File: config.mk
export PLATFORM = sky130hd
export DESIGN_NAME = ansi_sgr_stream_filter_top_flat
export DESIGN_NICKNAME = d
export VERILOG_FILES = /design/src/sv/asf_pkg.sv /design/src/sv/asf_if.sv /design/src/sv/ansi_sgr_stream_filter_top.sv /design/src/sv/asf_ctrl.sv /design/src/sv/asf_dp.sv /design/src/flat_wrapper.sv
export SDC_FILE = /design/constraint.sdc
export NUM_CORES = 1
export LEC_CHECK = 0
export BUFFER_PORTS_ARGS = -buffer_cell sky130_fd_sc_hd__buf_2
export CELL_PAD_IN_SITES_DETAIL_PLACEMENT = 2
export CELL_PAD_IN_SITES_GLOBAL_PLACEMENT = 2
export CORE_MARGIN = 2
export CORE_UTILIZATION = 40
export CTS_BUF_LIST = sky130_fd_sc_hd__clkbuf_2
export DETAILED_ROUTE_END_ITERATION = 12
export PLACE_DENSITY = 0.89
export SKIP_CTS_REPAIR_TIMING = 1
export SLEW_MARGIN = 0
export SYNTH_ARGS = -nofsm -noshare
export SYNTH_HDL_FRONTEND = slang
export SYNTH_HIERARCHICAL = 1
export SYNTH_SLANG_ARGS = --single-unit
export TNS_END_PERCENT = 50
File: constraint.sdc
create_clock -name i_clk -period 9.4 [get_ports i_clk]
set_clock_uncertainty 0.2 [all_clocks]
set_input_delay 0 -clock i_clk [delete_from_list [all_inputs] [get_ports i_clk]]
set_output_delay 0 -clock i_clk [all_outputs]
set_load 0.02 [all_outputs]
File: src/sv/asf_pkg.sv
// asf_pkg: shared types, constants and colour functions for the SGR stream filter.
// No dependencies; used by the top, asf_ctrl, asf_dp and the test bench files.
`default_nettype none
package asf_pkg;

    localparam logic [7:0] C_ESC      = 8'h1B;
    localparam logic [7:0] C_LBRACKET = 8'h5B;
    localparam logic [7:0] C_SEMI     = 8'h3B;
    localparam logic [7:0] C_DIGIT_0  = 8'h30;
    localparam logic [7:0] C_DIGIT_9  = 8'h39;
    localparam logic [7:0] C_FINAL_LO = 8'h40;
    localparam logic [7:0] C_FINAL_HI = 8'h7E;
    localparam logic [7:0] C_SGR_M    = 8'h6D;
    localparam logic [7:0] C_GREY_BASE = 8'd232;

    typedef enum logic [1:0] {
        ST_TEXT = 2'd0,
        ST_ESC  = 2'd1,
        ST_CSI  = 2'd2,
        ST_SGR  = 2'd3
    } t_state;

    typedef enum logic [1:0] {
        KIND_DEF = 2'd0,
        KIND_IDX = 2'd1,
        KIND_RGB = 2'd2
    } t_kind;

    // progress through an extended colour (38/48) during the SGR walk
    typedef enum logic [2:0] {
        X_NONE = 3'd0,
        X_MODE = 3'd1,
        X_IDX  = 3'd2,
        X_R    = 3'd3,
        X_G    = 3'd4,
        X_B    = 3'd5
    } t_ext;

    typedef struct packed {
        logic clear_col;
        logic emit;
        logic csi_start;
        logic digit;
        logic semi;
        logic push_final;
        logic reset_parse;
        logic sgr_start;
        logic sgr_step;
    } t_cmd;

    typedef struct packed {
        logic is_esc;
        logic is_lbracket;
        logic is_final;
        logic is_m;
        logic is_digit;
        logic is_semi;
        logic walk_done;
        logic out_full;
    } t_stat;

    function automatic logic [23:0] pal_rgb(input logic [3:0] idx);
        logic [23:0] c;
        unique case (idx)
            4'd0:  c = 24'h000000;
            4'd1:  c = 24'hCD3131;
            4'd2:  c = 24'h0DBC79;
            4'd3:  c = 24'hE5E510;
            4'd4:  c = 24'h2472C8;
            4'd5:  c = 24'hBC3FBC;
            4'd6:  c = 24'h11A8CD;
            4'd7:  c = 24'hE5E5E5;
            4'd8:  c = 24'h666666;
            4'd9:  c = 24'hF14C4C;
            4'd10: c = 24'h23D18B;
            4'd11: c = 24'hF5F543;
            4'd12: c = 24'h3B8EEA;
            4'd13: c = 24'hD670D6;
            4'd14: c = 24'h29B8DB;
            default: c = 24'hFFFFFF;
        endcase
        return c;
    endfunction

    function automatic logic [7:0] cube_level(input logic [2:0] i);
        logic [7:0] lv;
        lv = (i == 3'd0) ? 8'd0 : 8'(8'(i) * 8'd40 + 8'd55);
        return lv;
    endfunction

    // 256-colour index to rgb; cube digits found by compare and subtract
    function automatic logic [23:0] from256(input logic [7:0] n);
        logic [7:0]  q;
        logic [2:0]  hi;
        logic [2:0]  mid;
        logic [5:0]  rem;
        logic [2:0]  lo;
        logic [7:0]  g;
        logic [23:0] c;
        hi  = 3'd0;
        mid = 3'd0;
        q   = n - 8'd16;
        for (int k = 1; k < 6; k++) begin
            if (q >= 8'(36 * k)) hi = 3'(k);
        end
        rem = 6'(q - 8'(8'(hi) * 8'd36));
        for (int k = 1; k < 6; k++) begin
            if (rem >= 6'(6 * k)) mid = 3'(k);
        end
        lo = 3'(rem - 6'(6'(mid) * 6'd6));
        g  = 8'(8'(n - C_GREY_BASE) * 8'd10 + 8'd8);
        if (n < 8'd16) begin
            c = pal_rgb(n[3:0]);
        end else if (n < C_GREY_BASE) begin
            c = {cube_level(hi), cube_level(mid), cube_level(lo)};
        end else begin
            c = {g, g, g};
        end
        return c;
    endfunction

endpackage
`default_nettype wire

File: src/sv/asf_if.sv
// asf_in_if / asf_out_if: valid-ready channels of the SGR stream filter.
// Depends on nothing.
`default_nettype none
interface asf_in_if;
    logic       valid;
    logic       ready;
    logic       action;
    logic [7:0] in_byte;
    logic       end_of_chunk;
    modport source (output valid, action, in_byte, end_of_chunk, input ready);
    modport sink   (input valid, action, in_byte, end_of_chunk, output ready);
endinterface

interface asf_out_if;
    logic        valid;
    logic        ready;
    logic [7:0]  out_byte;
    logic        fg_is_default;
    logic [23:0] fg_rgb;
    logic        bg_is_default;
    logic [23:0] bg_rgb;
    logic        bold_on;
    modport source (output valid, out_byte, fg_is_default, fg_rgb, bg_is_default, bg_rgb,
                    bold_on, input ready);
    modport sink   (input valid, out_byte, fg_is_default, fg_rgb, bg_is_default, bg_rgb,
                    bold_on, output ready);
endinterface
`default_nettype wire

File: src/sv/ansi_sgr_stream_filter_top.sv
// A visible byte appears on the output, registered, in the cycle after its transfer.
// Text and sequence bytes are taken one byte per cycle while the output does not stall; after a
// final 'm', input is held off while the datapath walks the stored parameters one per cycle.
// Reset: synchronous active-low; parser returns to text mode, colours to default,
// output empties. Parameter store is not cleared.
// ansi_sgr_stream_filter_top: joins asf_ctrl and asf_dp; uses asf_pkg and asf_if.
`default_nettype none
module ansi_sgr_stream_filter_top #(
    parameter int MAX_PARAMS = 16
) (
    input  wire      i_clk,
    input  wire      i_rst_n,
    asf_in_if.sink   i_in,
    asf_out_if.source o_out
);
    asf_pkg::t_cmd  w_cmd;
    asf_pkg::t_stat w_stat;

    asf_ctrl u_ctrl (
        .i_clk    (i_clk),
        .i_rst_n  (i_rst_n),
        .i_valid  (i_in.valid),
        .i_action (i_in.action),
        .i_last   (i_in.end_of_chunk),
        .i_stat   (w_stat),
        .o_ready  (i_in.ready),
        .o_cmd    (w_cmd)
    );

    asf_dp #(.MAX_PARAMS(MAX_PARAMS)) u_dp (
        .i_clk           (i_clk),
        .i_rst_n         (i_rst_n),
        .i_byte          (i_in.in_byte),
        .i_cmd           (w_cmd),
        .i_out_ready     (o_out.ready),
        .o_stat          (w_stat),
        .o_valid         (o_out.valid),
        .o_out_byte      (o_out.out_byte),
        .o_fg_is_default (o_out.fg_is_default),
        .o_fg_rgb        (o_out.fg_rgb),
        .o_bg_is_default (o_out.bg_is_default),
        .o_bg_rgb        (o_out.bg_rgb),
        .o_bold_on       (o_out.bold_on)
    );
endmodule
`default_nettype wire

File: src/sv/asf_ctrl.sv
// asf_ctrl: parser state machine; issues commands to the datapath.
// Depends on asf_pkg.
`default_nettype none
module asf_ctrl (
    input  wire                  i_clk,
    input  wire                  i_rst_n,
    input  wire                  i_valid,
    input  wire                  i_action,
    input  wire                  i_last,
    input  wire asf_pkg::t_stat  i_stat,
    output logic                 o_ready,
    output asf_pkg::t_cmd        o_cmd
);
    asf_pkg::t_state r_state, n_state;
    logic            w_accept;

    assign o_ready  = (r_state != asf_pkg::ST_SGR) && !i_stat.out_full;
    assign w_accept = i_valid && o_ready;

    always_ff @(posedge i_clk) begin
        if (!i_rst_n) begin
            r_state <= asf_pkg::ST_TEXT;
        end else begin
            r_state <= n_state;
        end
    end

    always_comb begin
        n_state = r_state;
        if (r_state == asf_pkg::ST_SGR) begin
            if (i_stat.walk_done) n_state = asf_pkg::ST_TEXT;
        end else if (w_accept && !i_action) begin
            unique case (r_state)
                asf_pkg::ST_TEXT: begin
                    if (i_stat.is_esc) n_state = asf_pkg::ST_ESC;
                end
                asf_pkg::ST_ESC: begin
                    n_state = i_stat.is_lbracket ? asf_pkg::ST_CSI : asf_pkg::ST_TEXT;
                end
                asf_pkg::ST_CSI: begin
                    if (i_stat.is_final) begin
                        n_state = i_stat.is_m ? asf_pkg::ST_SGR : asf_pkg::ST_TEXT;
                    end
                end
                default: n_state = r_state;
            endcase
            // end of chunk drops an unfinished sequence
            if (i_last && n_state != asf_pkg::ST_TEXT && n_state != asf_pkg::ST_SGR) begin
                n_state = asf_pkg::ST_TEXT;
            end
        end
    end

    always_comb begin
        o_cmd = '0;
        if (r_state == asf_pkg::ST_SGR) begin
            o_cmd.sgr_step = 1'b1;
        end else if (w_accept) begin
            if (i_action) begin
                o_cmd.clear_col = 1'b1;
            end else begin
                unique case (r_state)
                    asf_pkg::ST_TEXT: o_cmd.emit = !i_stat.is_esc;
                    asf_pkg::ST_ESC:  o_cmd.csi_start = i_stat.is_lbracket;
                    asf_pkg::ST_CSI: begin
                        o_cmd.push_final = i_stat.is_final;
                        o_cmd.sgr_start  = i_stat.is_final && i_stat.is_m;
                        o_cmd.digit      = i_stat.is_digit;
                        o_cmd.semi       = i_stat.is_semi;
                    end
                    default: o_cmd = '0;
                endcase
                o_cmd.reset_parse = i_last && (n_state == asf_pkg::ST_TEXT)
                                    && (r_state != asf_pkg::ST_TEXT)
                                    && !(r_state == asf_pkg::ST_CSI && i_stat.is_final);
            end
        end
    end
endmodule
`default_nettype wire

File: src/sv/asf_dp.sv
// asf_dp: parameter store, accumulator, SGR walk, colour state and output register.
// Depends on asf_pkg.
`default_nettype none
module asf_dp #(
    parameter int MAX_PARAMS = 16
) (
    input  wire                  i_clk,
    input  wire                  i_rst_n,
    input  wire [7:0]            i_byte,
    input  wire asf_pkg::t_cmd   i_cmd,
    input  wire                  i_out_ready,
    output asf_pkg::t_stat       o_stat,
    output logic                 o_valid,
    output logic [7:0]           o_out_byte,
    output logic                 o_fg_is_default,
    output logic [23:0]          o_fg_rgb,
    output logic                 o_bg_is_default,
    output logic [23:0]          o_bg_rgb,
    output logic                 o_bold_on
);
    localparam int CW = $clog2(MAX_PARAMS + 1);
    localparam int IW = $clog2(MAX_PARAMS);
    localparam logic [CW-1:0] MAXC = CW'(MAX_PARAMS);

    logic [15:0]       r_store [MAX_PARAMS];
    logic [CW-1:0]     r_count;
    logic [15:0]       r_acc;
    logic              r_digit;
    logic [CW-1:0]     r_idx;
    asf_pkg::t_ext     r_ext;
    logic              r_ext_fg;
    logic [7:0]        r_red, r_grn;
    asf_pkg::t_kind    r_fg_kind, r_bg_kind;
    logic [23:0]       r_fg_val, r_bg_val;
    logic              r_bold;
    logic              r_valid;
    logic [7:0]        r_ob;
    logic              r_ofd, r_obd, r_obold;
    logic [23:0]       r_ofg, r_obg;

    logic [15:0]       w_v;
    logic              w_push;
    logic [CW+1:0]     w_idx_ext;
    logic [3:0]        w_fidx;
    logic [23:0]       w_fg, w_bg;
    logic [15:0]       w_acc_next;

    assign o_stat.is_esc      = (i_byte == asf_pkg::C_ESC);
    assign o_stat.is_lbracket = (i_byte == asf_pkg::C_LBRACKET);
    assign o_stat.is_final    = (i_byte >= asf_pkg::C_FINAL_LO)
                                && (i_byte <= asf_pkg::C_FINAL_HI);
    assign o_stat.is_m        = (i_byte == asf_pkg::C_SGR_M);
    assign o_stat.is_digit    = (i_byte >= asf_pkg::C_DIGIT_0)
                                && (i_byte <= asf_pkg::C_DIGIT_9);
    assign o_stat.is_semi     = (i_byte == asf_pkg::C_SEMI);
    assign o_stat.walk_done   = (r_count == '0) || (r_idx + 1'b1 >= r_count);
    assign o_stat.out_full    = r_valid && !i_out_ready;

    assign w_v        = r_store[r_idx[IW-1:0]];
    assign w_push     = (r_count < MAXC)
                        && (i_cmd.semi || (i_cmd.push_final && (r_digit || r_count != '0)));
    assign w_idx_ext  = (CW+2)'(r_idx) + (CW+2)'(3);
    assign w_acc_next = 16'(r_acc * 16'd10 + 16'(i_byte - asf_pkg::C_DIGIT_0));

    always_ff @(posedge i_clk) begin
        if (w_push) r_store[r_count[IW-1:0]] <= r_acc;
    end

    always_ff @(posedge i_clk) begin
        if (!i_rst_n) begin
            r_count <= '0;
            r_acc   <= '0;
            r_digit <= 1'b0;
        end else if (i_cmd.csi_start || i_cmd.reset_parse) begin
            r_count <= '0;
            r_acc   <= '0;
            r_digit <= 1'b0;
        end else begin
            if (w_push) r_count <= r_count + 1'b1;
            if (i_cmd.digit) begin
                r_acc   <= w_acc_next;
                r_digit <= 1'b1;
            end else if (i_cmd.semi) begin
                r_acc   <= '0;
                r_digit <= 1'b0;
            end
        end
    end

    // SGR walk: one stored parameter per cycle; a clear action resets the colours
    always_ff @(posedge i_clk) begin
        if (!i_rst_n) begin
            r_idx     <= '0;
            r_ext     <= asf_pkg::X_NONE;
            r_ext_fg  <= 1'b0;
            r_fg_kind <= asf_pkg::KIND_DEF;
            r_bg_kind <= asf_pkg::KIND_DEF;
            r_fg_val  <= '0;
            r_bg_val  <= '0;
            r_bold    <= 1'b0;
        end else if (i_cmd.clear_col) begin
            r_fg_kind <= asf_pkg::KIND_DEF;
            r_bg_kind <= asf_pkg::KIND_DEF;
            r_fg_val  <= '0;
            r_bg_val  <= '0;
            r_bold    <= 1'b0;
        end else if (i_cmd.sgr_start) begin
            r_idx <= '0;
            r_ext <= asf_pkg::X_NONE;
        end else if (i_cmd.sgr_step) begin
            r_idx <= r_idx + 1'b1;
            if (r_count == '0) begin
                r_fg_kind <= asf_pkg::KIND_DEF;
                r_bg_kind <= asf_pkg::KIND_DEF;
                r_fg_val  <= '0;
                r_bg_val  <= '0;
                r_bold    <= 1'b0;
            end else begin
                unique case (r_ext)
                    asf_pkg::X_MODE: begin
                        if (w_v == 16'd5) begin
                            r_ext <= asf_pkg::X_IDX;
                        end else if (w_v == 16'd2 && w_idx_ext < (CW+2)'(r_count)) begin
                            r_ext <= asf_pkg::X_R;
                        end else begin
                            r_ext <= asf_pkg::X_NONE;
                        end
                    end
                    asf_pkg::X_IDX: begin
                        r_ext <= asf_pkg::X_NONE;
                        if (r_ext_fg) begin
                            r_fg_kind <= asf_pkg::KIND_RGB;
                            r_fg_val  <= asf_pkg::from256(w_v[7:0]);
                        end else begin
                            r_bg_kind <= asf_pkg::KIND_RGB;
                            r_bg_val  <= asf_pkg::from256(w_v[7:0]);
                        end
                    end
                    asf_pkg::X_R: begin
                        r_red <= w_v[7:0];
                        r_ext <= asf_pkg::X_G;
                    end
                    asf_pkg::X_G: begin
                        r_grn <= w_v[7:0];
                        r_ext <= asf_pkg::X_B;
                    end
                    asf_pkg::X_B: begin
                        r_ext <= asf_pkg::X_NONE;
                        if (r_ext_fg) begin
                            r_fg_kind <= asf_pkg::KIND_RGB;
                            r_fg_val  <= {r_red, r_grn, w_v[7:0]};
                        end else begin
                            r_bg_kind <= asf_pkg::KIND_RGB;
                            r_bg_val  <= {r_red, r_grn, w_v[7:0]};
                        end
                    end
                    default: begin
                        if (w_v == 16'd0) begin
                            r_fg_kind <= asf_pkg::KIND_DEF;
                            r_bg_kind <= asf_pkg::KIND_DEF;
                            r_fg_val  <= '0;
                            r_bg_val  <= '0;
                            r_bold    <= 1'b0;
                        end else if (w_v == 16'd1) begin
                            r_bold <= 1'b1;
                        end else if (w_v == 16'd22) begin
                            r_bold <= 1'b0;
                        end else if (w_v >= 16'd30 && w_v <= 16'd37) begin
                            r_fg_kind <= asf_pkg::KIND_IDX;
                            r_fg_val  <= 24'(w_v - 16'd30);
                        end else if (w_v >= 16'd90 && w_v <= 16'd97) begin
                            r_fg_kind <= asf_pkg::KIND_IDX;
                            r_fg_val  <= 24'(w_v - 16'd82);
                        end else if (w_v == 16'd39) begin
                            r_fg_kind <= asf_pkg::KIND_DEF;
                            r_fg_val  <= '0;
                        end else if (w_v >= 16'd40 && w_v <= 16'd47) begin
                            r_bg_kind <= asf_pkg::KIND_IDX;
                            r_bg_val  <= 24'(w_v - 16'd40);
                        end else if (w_v >= 16'd100 && w_v <= 16'd107) begin
                            r_bg_kind <= asf_pkg::KIND_IDX;
                            r_bg_val  <= 24'(w_v - 16'd92);
                        end else if (w_v == 16'd49) begin
                            r_bg_kind <= asf_pkg::KIND_DEF;
                            r_bg_val  <= '0;
                        end else if (w_v == 16'd38 || w_v == 16'd48) begin
                            r_ext    <= asf_pkg::X_MODE;
                            r_ext_fg <= (w_v == 16'd38);
                        end
                    end
                endcase
            end
        end
    end

    // colour resolution for the emitted byte
    always_comb begin
        w_fidx = r_fg_val[3:0];
        if (r_bold && !w_fidx[3]) w_fidx = w_fidx + 4'd8;
        unique case (r_fg_kind)
            asf_pkg::KIND_IDX: w_fg = asf_pkg::pal_rgb(w_fidx);
            asf_pkg::KIND_RGB: w_fg = r_fg_val;
            default:           w_fg = '0;
        endcase
        unique case (r_bg_kind)
            asf_pkg::KIND_IDX: w_bg = asf_pkg::pal_rgb(r_bg_val[3:0]);
            asf_pkg::KIND_RGB: w_bg = r_bg_val;
            default:           w_bg = '0;
        endcase
    end

    always_ff @(posedge i_clk) begin
        if (!i_rst_n) begin
            r_valid <= 1'b0;
        end else if (i_cmd.emit) begin
            r_valid <= 1'b1;
        end else if (i_out_ready) begin
            r_valid <= 1'b0;
        end
    end

    always_ff @(posedge i_clk) begin
        if (i_cmd.emit) begin
            r_ob    <= i_byte;
            r_ofd   <= (r_fg_kind == asf_pkg::KIND_DEF);
            r_ofg   <= w_fg;
            r_obd   <= (r_bg_kind == asf_pkg::KIND_DEF);
            r_obg   <= w_bg;
            r_obold <= r_bold;
        end
    end

    assign o_valid         = r_valid;
    assign o_out_byte      = r_ob;
    assign o_fg_is_default = r_ofd;
    assign o_fg_rgb        = r_ofg;
    assign o_bg_is_default = r_obd;
    assign o_bg_rgb        = r_obg;
    assign o_bold_on       = r_obold;
endmodule
`default_nettype wire

File: src/flat_wrapper.sv
// flat-port wrapper written by rule: the top's interface ports become plain ports
module ansi_sgr_stream_filter_top_flat 
#(
    parameter int MAX_PARAMS = 16
)
  (i_clk, i_rst_n, i_in_valid, i_in_action, i_in_in_byte, i_in_end_of_chunk, i_in_ready, o_out_valid, o_out_out_byte, o_out_fg_is_default, o_out_fg_rgb, o_out_bg_is_default, o_out_bg_rgb, o_out_bold_on, o_out_ready);
  asf_in_if i_in_i ();
  asf_out_if o_out_i ();
  input  wire i_clk;
  input  wire i_rst_n;
  input wire logic [$bits(i_in_i.valid)-1:0] i_in_valid;
  input wire logic [$bits(i_in_i.action)-1:0] i_in_action;
  input wire logic [$bits(i_in_i.in_byte)-1:0] i_in_in_byte;
  input wire logic [$bits(i_in_i.end_of_chunk)-1:0] i_in_end_of_chunk;
  output wire logic [$bits(i_in_i.ready)-1:0] i_in_ready;
  output wire logic [$bits(o_out_i.valid)-1:0] o_out_valid;
  output wire logic [$bits(o_out_i.out_byte)-1:0] o_out_out_byte;
  output wire logic [$bits(o_out_i.fg_is_default)-1:0] o_out_fg_is_default;
  output wire logic [$bits(o_out_i.fg_rgb)-1:0] o_out_fg_rgb;
  output wire logic [$bits(o_out_i.bg_is_default)-1:0] o_out_bg_is_default;
  output wire logic [$bits(o_out_i.bg_rgb)-1:0] o_out_bg_rgb;
  output wire logic [$bits(o_out_i.bold_on)-1:0] o_out_bold_on;
  input wire logic [$bits(o_out_i.ready)-1:0] o_out_ready;
  assign i_in_i.valid = i_in_valid;
  assign i_in_i.action = i_in_action;
  assign i_in_i.in_byte = i_in_in_byte;
  assign i_in_i.end_of_chunk = i_in_end_of_chunk;
  assign i_in_ready = i_in_i.ready;
  assign o_out_valid = o_out_i.valid;
  assign o_out_out_byte = o_out_i.out_byte;
  assign o_out_fg_is_default = o_out_i.fg_is_default;
  assign o_out_fg_rgb = o_out_i.fg_rgb;
  assign o_out_bg_is_default = o_out_i.bg_is_default;
  assign o_out_bg_rgb = o_out_i.bg_rgb;
  assign o_out_bold_on = o_out_i.bold_on;
  assign o_out_i.ready = o_out_ready;
  ansi_sgr_stream_filter_top #(.MAX_PARAMS(MAX_PARAMS)) u_core (.i_clk(i_clk), .i_rst_n(i_rst_n), .i_in(i_in_i), .o_out(o_out_i));
endmodule
==> results.tsv <==
metric	value	unit
synth_top_area_cell	edfxtp_1	
drt_wl_total	107	mm
p_total	0.00377	W
peakVddDrop	0.000196	V
htree_levels	3	
antenna_found_initial	2	
ioPinCount	75	
syn_inst	1987	
clk_latency	1250	ps
core-area	0.0563	mm2
finalSetupViolations	3	
path_max_fanout	19	
rrSetupSlack	-180	ps
die_w	242	um
drv_slew	0	
grt-ovfl-total	0	
synth_seq_area_share	53.9	%
worstPathArrival	10310	ps
cts_buffer_depth	3	
post-synth-top-area-fraction	43.7	%
cp-end-kind	flop	
initial_core_util	40.4	%
num-fill-cells	5699	
netlist_area	0.0227	mm2
vias	20100	
cts.sinks	446	
fmax	104	MHz
path_class	flop to flop	
cts_tree	built	
critPathSlowestCell	nor2_1	
fin_ws	-177	ps
synth_ff_type	edfxtp_1	
grt_max_degree	60	
hp-start	i_in_in_byte[0]	
relSlewSlack	12.9	%
syn_to_final_growth	12.7	%
power.density	147	mW/mm2
vias_per_cell	6.67	
die_area	0.0587	mm2
placed_area	0.0240	mm2
drive_above_1_share	18.4	%
cpPeakStageDelay	730	ps
synth_edf_count	331	
yosys_warnings	6	
first_global_vias	21000	
cp_data_required_time	10130	ps
clkTransAtPathRegs	140	ps
worst_pin_slew	1290	ps
cts_root_buf	clkbuf_2	
ys_seq_elements	446	
start_kind	flop	
post_drt_wl_per_cell	35.5	um
ant_nets	0	
firstDrtPassIters	6	
io_buffers	74	
dieHeight	242	um
hp-class	primary input to flop	
dp_slack	43.5	ps
fin_crit_sh	102	%
drtIter0Drc	2353	
status	complete, but fails checks	
grt_util_all_layers	32.0	%
synthArstFlopShare	0	%
grt_pass1_wl	142	mm
worst_hold_path.endpoint	u_core/u_dp/o_out_byte[0]	
post-route-min-period	9580	ps
syn_avg_cell_area	11.4	um2
synthTopCellsByArea	edfxtp_1 (44%), dfxtp_1 (10%), ha_1 (6.3%), a21oi_1 (3.0%), mux4_2 (3.0%)	
syn-num-nets	2122	
final_area	0.0256	mm2
route.detailed.drc	0	
violations	setup timing	
fp-row-count	87	
finalHoldViolations	0	
numCtsBuffers	113	
hold_path_depth	3	
r2r_cells	33	
cap_violations	0	
crit_top_cell	nand2_1	
p_leak	9.73	nW
ys_types	92	
hpwl	58.3	mm
layout.nets	2304	
place_congestion	0.868	
[cell type report]
class                   instances  area, um2  share of cell area (%)
flip-flops and latches        446      12300                    47.8
repair buffers                178       1280                    4.99
inverters                      72        277                    1.08
well taps                     756        946                    3.69
clock buffers                 164        821                    3.20
multi-input cells            1358       9780                    38.2
diodes                          2       5.00                  0.0195
clock inverters                45        256                    1.00
[cell usage after synthesis, types with 8 or more instances]
master	instances
a211oi_1	11
a21boi_0	8
a21o_1	19
a21oi_1	138
a22o_1	12
a22oi_1	69
a31oi_1	16
and2_1	16
and3_1	13
buf_1	8
buf_2	14
buf_4	8
clkbuf_1	74
dfxtp_1	115
edfxtp_1	331
ha_1	114
inv_1	66
mux2i_1	50
mux4_2	30
nand2_1	147
nand2b_1	14
nand3_1	27
nand4_1	12
nor2_1	153
nor2b_1	71
nor3_1	30
nor3b_1	20
nor4_1	29
o211ai_1	28
o21ai_0	96
o221ai_1	9
o22ai_1	9
or2_2	8
xnor2_1	48
xor2_1	13
[layer usage]
layer	global-route usage (%)	routed length [um]
met5	0	0
met4	19.4	9730
met3	6.05	8500
met2	55.5	51500
met1	36.5	37500
[worst max-delay path by stage]
| stage | startpoint | endpoint |
|---|---|---|
| 3_5_place_dp | flop | flop |
| 6_report | flop | flop |
| 4_1_cts | flop | flop |
| 5_1_grt | flop | flop |
| 3_3_place_gp | flop | flop |
| 2_1_floorplan | flop | flop |
[worst max-delay path, delay by kind of cell (launching register included)]
| family | cells | cell delay, ps |
|---|---|---|
| xor gates and xnor gates | 2 | 500 |
| buffers and inverters | 3 | 590 |
| adders and majority gates | 4 | 1410 |
| DFF | 1 | 490 |
| AOI/OAI and AO/OA | 12 | 3200 |
| and+or+nand+nor | 12 | 2980 |
[cells in the final DEF, fill, tap and decap left out, drive strengths merged, types with 20 or more instances in the layout]
cell type,n
edfxtp,331
clkbuf,164
nor2,155
nand2,147
buf,145
a21oi,139
dfxtp,115
ha,114
o21ai,103
nor2b,71
inv,71
a22oi,69
mux2i,53
xnor2,48
clkinv,43
dlygate4sd3,33
nor3,31
mux4,30
nor4,29
o211ai,28
nand3,28
nor3b,20
[cell families (layout without fill, tap and decap cells)]
family	count (synthesis)	count (layout)	synth area share [%]
xor+xnor	61	61	2.35
mux	92	92	5.95
fa+ha+maj	121	121	6.89
compound gates	511	511	14.8
flops	446	446	53.9
other cells	0	2	0
simple gates	573	573	12.7
buf+inv	183	459	3.47
[state kept, by name (all words and copies together) (netlist names), 3 cells and up, named ones only]
signal	count
u_core/u_dp/o_bg_rgb	24
u_core/u_dp/o_fg_rgb	24
u_core/u_dp/o_out_byte	8
u_core/u_dp/r_acc	16
u_core/u_dp/r_bg_val	24
u_core/u_dp/r_count	5
u_core/u_dp/r_ext	3
u_core/u_dp/r_fg_val	24
u_core/u_dp/r_grn	8
u_core/u_dp/r_idx	5
u_core/u_dp/r_red	8
u_core/u_dp/r_store	256
[power by group]
part / internal, W / switching [W] / total (W) / leakage, nW
Clock: 0.000537 / 0.00103 / 0.00156 / 0.798
Combinational: 0.0000312 / 0.0000688 / 0.000100 / 4.47
Sequential: 0.00210 / 0.00000675 / 0.00211 / 4.46
[per-stage QoR]
stage | setup TNS (ps) | hold slack, ps | cells | utilization, %
final | -439 | 80.8 | 3021 | 45.5
after global routing | -2720 | 19.3 | 3021 | 45.5
after CTS | -3150 | -1190 | 2970 | 44.6
after detailed placement | 0 | 85.9 | 2761 | 42.6
after global placement | 0 | 70.2 | 2761 | 42.6
after floorplan | 0 | -101 | 1987 | -
Note: power is estimated with default switching activity, not from simulation.
